--- config.mk ---
export PLATFORM = sky130hd
export DESIGN_NAME = plsort_ctrl
export DESIGN_NICKNAME = d
export VERILOG_FILES = /design/src/plsort_pkg.sv /design/src/plsort_ctrl.sv
export SDC_FILE = /design/constraint.sdc
export NUM_CORES = 1
export LEC_CHECK = 0
export BUFFER_PORTS_ARGS = -buffer_cell sky130_fd_sc_hd__buf_2
export CAP_MARGIN = 20
export CORE_AREA = 2 2 39 41
export CTS_CLUSTER_SIZE = 14
export DETAILED_ROUTE_END_ITERATION = 10
export DIE_AREA = 0 0 41 43
export PLACE_DENSITY = 0.62
export SETUP_SLACK_MARGIN = 0.5
export SLEW_MARGIN = 20
export SYNTH_ARGS = -nofsm -noshare
export SYNTH_HDL_FRONTEND = slang
export SYNTH_SLANG_ARGS = --single-unit
--- constraint.sdc ---
create_clock -name clock -period 1.7 [get_ports clock]
set_clock_uncertainty 0.2 [all_clocks]
set_input_delay 0.34 -clock clock [delete_from_list [all_inputs] [get_ports clock]]
set_output_delay 0.34 -clock clock [all_outputs]
set_load 0.005 [all_outputs]
--- src/plsort_pkg.sv ---
// shared types, constants and helpers of the pair sorter
`default_nettype none
package plsort_pkg;

   localparam int KEY_W         = 32;
   localparam int PAIR_W        = 2 * KEY_W;
   localparam int MAX_PAIRS_DEF = 64;

   localparam logic [KEY_W-1:0] SIGN_FLIP = {1'b1, {(KEY_W-1){1'b0}}};

   typedef struct packed {
      logic load_item;
      logic rd_en;
      logic rd_emit;
      logic wr_en;
      logic wr_shift;
      logic j_dec;
      logic count_inc;
      logic count_clear;
      logic k_inc;
      logic out_load;
   } cmd_type;

   typedef struct packed {
      logic full;
      logic j_zero;
      logic greater;
      logic last;
      logic k_last;
   } status_type;

   // sign bits inverted so an unsigned compare gives the lexicographic order
   function automatic logic [PAIR_W-1:0] pack_pair(input logic [KEY_W-1:0] first,
                                                   input logic [KEY_W-1:0] second);
      pack_pair = {first ^ SIGN_FLIP, second ^ SIGN_FLIP};
   endfunction

endpackage
`default_nettype wire

--- src/plsort_ctrl.sv ---
// controller: sequences insertion into the store and emission of the run
`default_nettype none
module plsort_ctrl
   import plsort_pkg::*;
(
   input  wire logic       clock,
   input  wire logic       reset,
   input  wire logic       req_valid,
   input  wire logic       req_batch_last,
   output logic            req_stall,
   output logic            rsp_valid,
   input  wire logic       rsp_stall,
   input  wire status_type status,
   output cmd_type         cmd
);

   typedef enum logic [2:0] {
      IDLE,
      INS_READ,
      INS_CMP,
      EMIT_READ,
      EMIT_WAIT,
      EMIT_HOLD
   } state_type;

   state_type state_ff, state_in;

   always_comb begin
      cmd      = '0;
      state_in = state_ff;
      unique case (state_ff)
         IDLE: begin
            if (req_valid) begin
               cmd.load_item = 1'b1;
               if (!status.full) begin
                  state_in = INS_READ;
               end else if (req_batch_last) begin
                  // store full: pair dropped, flag still closes the batch
                  state_in = EMIT_READ;
               end
            end
         end
         INS_READ: begin
            if (status.j_zero) begin
               cmd.wr_en     = 1'b1;
               cmd.count_inc = 1'b1;
               state_in      = status.last ? EMIT_READ : IDLE;
            end else begin
               cmd.rd_en = 1'b1;
               state_in  = INS_CMP;
            end
         end
         INS_CMP: begin
            cmd.wr_en = 1'b1;
            if (status.greater) begin
               // move the larger entry up one place and keep looking down
               cmd.wr_shift = 1'b1;
               cmd.j_dec    = 1'b1;
               state_in     = INS_READ;
            end else begin
               cmd.count_inc = 1'b1;
               state_in      = status.last ? EMIT_READ : IDLE;
            end
         end
         EMIT_READ: begin
            cmd.rd_en   = 1'b1;
            cmd.rd_emit = 1'b1;
            state_in    = EMIT_WAIT;
         end
         EMIT_WAIT: begin
            cmd.out_load = 1'b1;
            state_in     = EMIT_HOLD;
         end
         EMIT_HOLD: begin
            if (!rsp_stall) begin
               if (status.k_last) begin
                  cmd.count_clear = 1'b1;
                  state_in        = IDLE;
               end else begin
                  cmd.k_inc = 1'b1;
                  state_in  = EMIT_READ;
               end
            end
         end
         default: begin
            state_in = IDLE;
         end
      endcase
   end

   always_ff @(posedge clock) begin
      if (reset) begin
         state_ff <= IDLE;
      end else begin
         state_ff <= state_in;
      end
   end

   assign req_stall = (state_ff != IDLE);
   assign rsp_valid = (state_ff == EMIT_HOLD);

   a_no_accept_while_emitting: assert property (@(posedge clock) disable iff (reset)
      rsp_valid |-> req_stall)
      else $error("input taken while a sorted pair is presented");

   a_cmp_after_read: assert property (@(posedge clock) disable iff (reset)
      (state_ff == INS_CMP) |-> ($past(state_ff) == INS_READ))
      else $error("compare without a preceding store read");

   a_wait_then_hold: assert property (@(posedge clock) disable iff (reset)
      (state_ff == EMIT_WAIT) |=> (state_ff == EMIT_HOLD))
      else $error("read data not loaded into the output register");

   a_shift_not_at_bottom: assert property (@(posedge clock) disable iff (reset)
      cmd.j_dec |-> !status.j_zero)
      else $error("insertion pointer moved below the first entry");

endmodule
`default_nettype wire

After elaboration in Yosys (flattened, before gate mapping):

Index checks and enable logic that the tools add are counted.

* flip-flop bits (word level): 3
* output and inout port bits: 12

* equal/unequal tests: 8
* muxes and demuxes: 25
* reductions and logical operators: 3

Operators with widths (count)
* 3-bit one-hot mux with 6 select lines: 1
* 2-bit 2-to-1 mux: 8
* 3-bit 2-to-1 mux: 4
* 1-bit 2-to-1 mux: 9
* 3-bit by 2-bit == test with 1-bit output (second input constant): 2
* 3-bit == test (second input constant): 2
* 1-bit one-hot mux with 2 select lines: 3
* 2-bit inequality test (second input constant): 2
* 3-bit by 1-bit == test with 1-bit output (second input constant): 1
* 3-bit zero test: 1
* 3-bit inequality test (second input constant): 1
* 3-bit AND reduction: 1
* 3-bit nonzero test: 1

Depth between registers and ports, before layout:

Gate-level depths: netlist (run 1).

* word-level depth: 4
* mapped depth: 5

Least setup slack after synthesis (run 1):

Ideal clock, no wire load.

* path kind: reg-to-output
* start point: register state_ff[1]
* end point: output cmd[5] (netlist name)
* arrival time: 0.961 ns
* required time: 1.160 ns
* setup slack: 0.199 ns
* cell stages (with the launch flop): 5
* path through: dfxtp_1 -> buf_6 -> nand2b_2 -> nor3b_1 -> buf_4

RTL lines
* start: declaration: line plsort_ctrl.sv:26 `state_type state_ff, state_in;`
* start signal: assignment: line plsort_ctrl.sv:95 `state_ff <= state_in;`
* end: declaration: line plsort_ctrl.sv:14 `output cmd_type cmd`

==> summary.txt, run 1 <==
Setup path
  – Crit Reg-Reg Startpoint: state_ff[1]
  – Crit path max-delay family: flip-flops
  – Crit path required time: 1160 ps
  – CP cell instances: buf_12 > nor3_4 > and2_1 > buf_2
  – Setup crit start: state_ff[1]
  – Buf/Inv on CP: 2
  – Slowest CP cell: dfxtp_4
  – Crit-path max FO: 7
  – CP Class: reg2out
  – CP peak stage delay: 380 ps
  – CP arrival: 1180 ps
  – Crit. End Element: output port
  – Startpoint type of the worst setup path: flip-flop

Cells and area
  – Layout cell share with drive strength beyond 1: 67.5%
  – P&R area growth vs syn: 84.1%
  – Layout Utilization: 46.1%
  – FF/Latch Area: 71.3 um^2
  – Nets: 91
  – Area of the multi-input gates: 289 um^2
  – Commonest non-fill, non-tap cells in the layout: 21 x buf_2, 5 x nand2_1, 5 x buf_4
  – Top flop regs: state_ff (3)
  – Largest register by flop count: state_ff
  – Antenna cells: 0
  – Commonest non-fill, non-tap cell in the layout: buf_2
  – Max reg flops: 3
  – Final instance area: 638 um^2
  – # fillers: 150

Clock network
  – Clock latency on the worst-skew pair: 240 ps
  – CTS tree: built
  – Clk slew on worst S/H paths: 40 ps
  – Clock sink count: 3
  – Clock Path Buffers: 2
  – # hold bufs at CTS: 0
  – Clock Tree Root: clkbuf_4
  – H-tree depth: 1
  – Total CTS buffers: 3

Drt
  – Vias/cell: 4.63
  – Vias: 444
  – WL/cell: 11.3 um
  – DRC viols: 0
  – Wire length after detailed routing: 1090 um
  – DRT iter0 DRCs: 3
  – TritonRoute pass-1 iters: 4
  – Post-route antenna net violation count: 0

Timing
  – Final critical-path share of the clock period: 101%
  – Tightest Pin Transition: 199 ps
  – Relative slew margins: 86.8%
  – Worst setup margin: -24.6 ps
  – RSZ-0062 raised after global routing: yes
  – Min Tclk post-route: 1720 ps
  – Setup Viol. Count Final: 3
  – Hold violation total from the final report: 0
  – Max Slew Vio Count: 0
  – Max Freq: 580 MHz

Yosys
  – Count of different cell masters after synthesis: 28
  – Post-synth EDFFs: 0
  – Share of the synthesized area in the top cell type: 17.3%
  – Cell area after synthesis: 347 um^2
  – Synth async-reset ratio: 0%
  – Avg Inst Size Synth: 7.07 um^2
  – Yosys Warn Count: 0
  – Synth area leader: dfxtp_1
  – Area contributors post-synth: dfxtp_1 17%, a21oi_1 7.2%, buf_6 6.5%
  – Post-Syn Nets: 59
  – Mapped Cells: 49
  – Most frequently used flop master after synthesis: dfxtp_1
  – #FFs+latches synth: 3
  – Seq/Total Area, Yosys: 17.3%

Place
  – Placed cell area: 464 um^2
  – DP HPWL: 637 um
  – # port buffers: 21
  – Placer Congestion: 0.729

Power
  – PwrDens: 812 mW/mm^2
  – Max rail drop VDD: 259 uV
  – Clock network fraction of total power: 25.4%
  – Leakage: 0.330 nW
  – Sw Share: 35.0%
  – Register share of total power: 21.6%
  – Comb power frac: 53.0%
  – Switch Pwr: 0.181 mW
  – Pint: 0.337 mW

Global routing
  – First-pass GRT wire length: 1500 um
  – Vias in the first global route: 376
  – Gr usage total: 12.9%
  – Total gr overflow: 0
  – Initial antenna violation count: 0
  – Pin count of the biggest net entering global routing: 14

Worst hold path
  – HP Class: in2reg
  – Worst Min Path Start: reset

Floorplan
  – Die Y-Extent: 43 um
  – Starting Density: 25.0%
  – Chip width: 41 um
  – Num rows: 14
  – Die Area: 0.00176 mm^2
  – Core ar.: 0.00138 mm^2
  – Top-Level Pins: 22

Outcome
  – Outcome: finished with violations
  – Failing checks: negative setup slack

Job
  – Max Cap Viol: 0
-- power by group through the flow --
| stage | logic, mW | registers (mW) | clock network (mW) |
|---|---|---|---|
| finish | 0.275 | 0.112 | 0.132 |
| global placement | 0.172 | 0.111 | 0 |
| global route | 0.304 | 0.113 | 0.137 |
| CTS | 0.240 | 0.110 | 0.134 |
| floorplan | 0.153 | 0.0896 | 0 |
| detailed placement | 0.172 | 0.113 | 0 |
-- path summary, 6_finish.rpt --
path	cells past startpoint	slack, ps	to
worst min-delay path	2	70	state_ff[2]
worst max-delay path	4	-20	cmd[9]
worst min register to register	2	450	state_ff[2]
worst max register to register	6	360	state_ff[0]
-- repair_timing --
| action | in CTS | in global routing |
|---|---|---|
| endpoints found under the setup margin | 14 | 15 |
| resized for setup | 11 | 8 |
| buffers inserted | 7 | 2 |
| cloned | 0 | 0 |
| pin swaps | 5 | 5 |
-- cell type report --
type / instances / share of cell area, %
inverters: 5 / 3.73
clock buffers: 4 / 4.12
well taps: 16 / 3.14
repair buffers: 31 / 32.5
flip-flops and latches: 3 / 11.2
multi-input cells: 37 / 45.3
-- kinds of logic (layout without fill, tap and decap cells) --
group,Yosys count,in the layout,share of synthesized area (%)
buf+inv,9,40,16.2
flops,3,3,17.3
compound gates,13,13,23.8
simple gates,24,24,42.6
-- synth_stat cells (2+ instances only) --
cell / n
buf_6: 2
nand2_1: 6
buf_4: 2
nor3b_1: 3
inv_1: 4
nor3_1: 2
dfxtp_1: 3
a21oi_1: 5
nor2_1: 3
-- routing by layer --
| metal | vias up | track usage (%) | wire [um] |
|---|---|---|---|
| li1 | 229 | - | - |
| met2 | 19 | 19.1 | 546 |
| met3 | 5 | 0 | 56 |
| met4 | 0 | 12.0 | 33 |
| met1 | 191 | 16.0 | 453 |
| met5 | - | 0 | 0 |
-- through the flow --
step	hold WS [ps]	TNS, ps	total power [mW]	setup WS, ps	std cells
finish	71.2	-50.4	0.518	-24.6	96
global route	78.4	-363	0.555	-107	96
CTS	71.1	-62.1	0.485	-33.1	94
detailed placement	320	0	0.285	151	83
global placement	315	0	0.284	175	83
floorplan	205	0	0.243	328	49
-- worst register-to-register path: cells and delay by family (launching register included) --
kind	cells	cell delay, ps
flops	1	380
compound gates	2	250
simple gates	2	250
buf+inv	2	210
Power figures use the tool's default switching activity.
==> inputs of run 2 (changes only) <==
--- a/config.mk
+++ b/config.mk
@@ -8,10 +8,11 @@
 export BUFFER_PORTS_ARGS = -buffer_cell sky130_fd_sc_hd__buf_2
 export CAP_MARGIN = 20
 export CORE_AREA = 2 2 39 41
+export CTS_CLUSTER_DIAMETER = 80
 export CTS_CLUSTER_SIZE = 14
 export DETAILED_ROUTE_END_ITERATION = 10
 export DIE_AREA = 0 0 41 43
-export PLACE_DENSITY = 0.62
+export PLACE_DENSITY = 0.61
 export SETUP_SLACK_MARGIN = 0.5
 export SLEW_MARGIN = 20
 export SYNTH_ARGS = -nofsm -noshare
==> constraint.sdc (replaced) <==
create_clock -name clock -period 2.05 [get_ports clock]
set_clock_uncertainty 0.2 [all_clocks]
set_input_delay 0.41 -clock clock [delete_from_list [all_inputs] [get_ports clock]]
set_output_delay 0.41 -clock clock [all_outputs]
set_load 0.005 [all_outputs]
==> summary.txt, run 2 (synthesis gave the netlist of run 1 again) <==
Power
  – Leakage: 0.312 nW (-5.3%)
  – Register share of total power: 23.0% (+1.4 points)
  – Clock network fraction of total power: 27.1% (+1.7 points)
  – Switch Pwr: 0.139 mW (-23%)
  – PwrDens: 670 mW/mm^2 (-17%)
  – Max rail drop VDD: 218 uV (-16%)
  – Sw Share: 34.8% (-0.18 points)
  – Comb power frac: 49.9% (-3.1 points)
  – Pint: 0.261 mW (-22%)

Global routing
  – Vias in the first global route: 357 (-5.1%)
  – Total gr overflow: 0 (unchanged)
  – Initial antenna violation count: 0 (unchanged)
  – Pin count of the biggest net entering global routing: 7 (-7)
  – Gr usage total: 13.1% (+0.19 points)
  – First-pass GRT wire length: 1480 um (-1.9%)

Worst hold path
  – Worst Min Path Start: reset
  – HP Class: in2reg

Setup path
  – CP cell instances: nand2b_4 > or2_0 > a21oi_1 > buf_2
  – Slowest CP cell: dfxtp_4
  – Crit. End Element: output port
  – Crit path max-delay family: flip-flops
  – Setup crit start: state_ff[0]
  – CP peak stage delay: 360 ps (-20 ps)
  – Crit Reg-Reg Startpoint: state_ff[2]
  – Buf/Inv on CP: 1 (-1)
  – Crit path required time: 1440 ps (+280 ps)
  – Startpoint type of the worst setup path: flip-flop
  – Crit-path max FO: 6 (-1)
  – CP Class: reg2out
  – CP arrival: 1180 ps (about the same)

Place
  – DP HPWL: 633 um (-0.58%)
  – Placed cell area: 447 um^2 (-3.8%)
  – # port buffers: 21 (unchanged)
  – Placer Congestion: 0.739 (+1.2%)

Job
  – Max Cap Viol: 0 (unchanged)

Outcome
  – Outcome: finished, final reports clean

Drt
  – Vias/cell: 4.58 (-1.0%)
  – DRC viols: 0 (unchanged)
  – Vias: 444 (unchanged)
  – Post-route antenna net violation count: 0 (unchanged)
  – WL/cell: 10.4 um (-8.6%)
  – TritonRoute pass-1 iters: 4 (unchanged)
  – Wire length after detailed routing: 1010 um (-7.6%)
  – DRT iter0 DRCs: 5 (+2)

Clock network
  – # hold bufs at CTS: 0 (unchanged)
  – Total CTS buffers: 3 (unchanged)
  – H-tree depth: 1 (unchanged)
  – Clock latency on the worst-skew pair: 240 ps (about the same)
  – Clock Path Buffers: 2 (unchanged)
  – Clock Tree Root: clkbuf_4
  – Clock sink count: 3 (unchanged)
  – CTS tree: built
  – Clk slew on worst S/H paths: 40 ps (about the same)

Cells and area
  – Commonest non-fill, non-tap cell in the layout: buf_2
  – Layout cell share with drive strength beyond 1: 63.0% (-4.5 points)
  – P&R area growth vs syn: 72.6%
  – Top flop regs: state_ff (3)
  – # fillers: 160 (+6.7%)
  – Area of the multi-input gates: 273 um^2 (-5.6%)
  – Largest register by flop count: state_ff
  – Nets: 92 (+1.1%)
  – Antenna cells: 0 (unchanged)
  – FF/Latch Area: 71.3 um^2 (unchanged)
  – Commonest non-fill, non-tap cells in the layout: 22 x buf_2, 9 x buf_4, 5 x nand2_1, 5 x a21oi_1
  – Max reg flops: 3 (unchanged)
  – Final instance area: 598 um^2 (-6.3%)

Floorplan
  – Die Y-Extent: 43 um (unchanged)
  – Starting Density: 25.0% (unchanged)
  – Top-Level Pins: 22 (unchanged)
  – Die Area: 0.00176 mm^2 (unchanged)
  – Core ar.: 0.00138 mm^2 (unchanged)
  – Num rows: 14 (unchanged)
  – Chip width: 41 um (unchanged)

Timing
  – Min Tclk post-route: 1790 ps
  – Final critical-path share of the clock period: 87.3%
  – Final TNS setup: 0 ps (+50.4 ps)
  – Relative slew margins: 87.4% (+0.60 points)
  – Max Freq: 559 MHz
  – Setup Viol. Count Final: 0 (-3)
  – RSZ-0062 raised after global routing: yes
  – Tightest Pin Transition: 190 ps (-9.00 ps)
  – Max Slew Vio Count: 0 (unchanged)
  – Hold violation total from the final report: 0 (unchanged)
[run 2: worst register-to-register path, stage by stage (launching register included)]
cell and delay [ps]:
dfxtp_4 360, buf_4 150, buf_4 130, nor2_1 100, a22oi_1 70, a22o_1 170
and3_1 130
[run 2: path summary, 6_finish.rpt]
check	depth (start not counted)	slack, ps	to
setup / recovery	4	260	cmd[3]
hold / removal	2	130	state_ff[2]
setup reg to reg	6	610	state_ff[1]
hold reg to reg	3	470	state_ff[2]
[run 2: cell type report]
cell class / count / area share (%)
tap: 16 / 3.35
timing repair buffer: 32 / 31.6
multi-input combinational: 37 / 45.6
inverter: 5 / 3.14
sequential: 3 / 11.9
clock buffer: 4 / 4.39
[run 2: timing repair]
| item | CTS | global route |
|---|---|---|
| resized for setup | 10 | 10 |
| endpoints found under the setup margin | 12 | 12 |
| pin swaps | 3 | 2 |
| endpoints found under the hold margin | 0 | 0 |
| setup buffers | 10 | 0 |
[run 2: layer usage]
layer	vias up	GRT usage [%]	part of all wire, %
met3	2	6.28	7.9
met5	-	0	0
met1	193	15.7	44
met2	19	17.2	47
li1	230	-	-
met4	0	10.0	1.4
[run 2: metrics by stage]
step	setup WS [ps]	instances	util (%)	hold WS [ps]	power, mW
after global placement	334	83	32.3	390	0.222
final	260	97	43.2	128	0.401
after CTS	254	97	41.0	134	0.390
after global routing	199	97	43.2	133	0.431
after detailed placement	296	83	32.3	394	0.224
after floorplan	568	49	-	282	0.192
[run 2: power groups by stage]
stage               combinational [mW]  sequential (mW)  clock [mW]
floorplan                        0.119           0.0729           0
global placement                 0.129           0.0923           0
detailed placement               0.130           0.0941           0
CTS                              0.188           0.0920       0.110
global route                     0.220           0.0941       0.117
finish                           0.200           0.0922       0.109
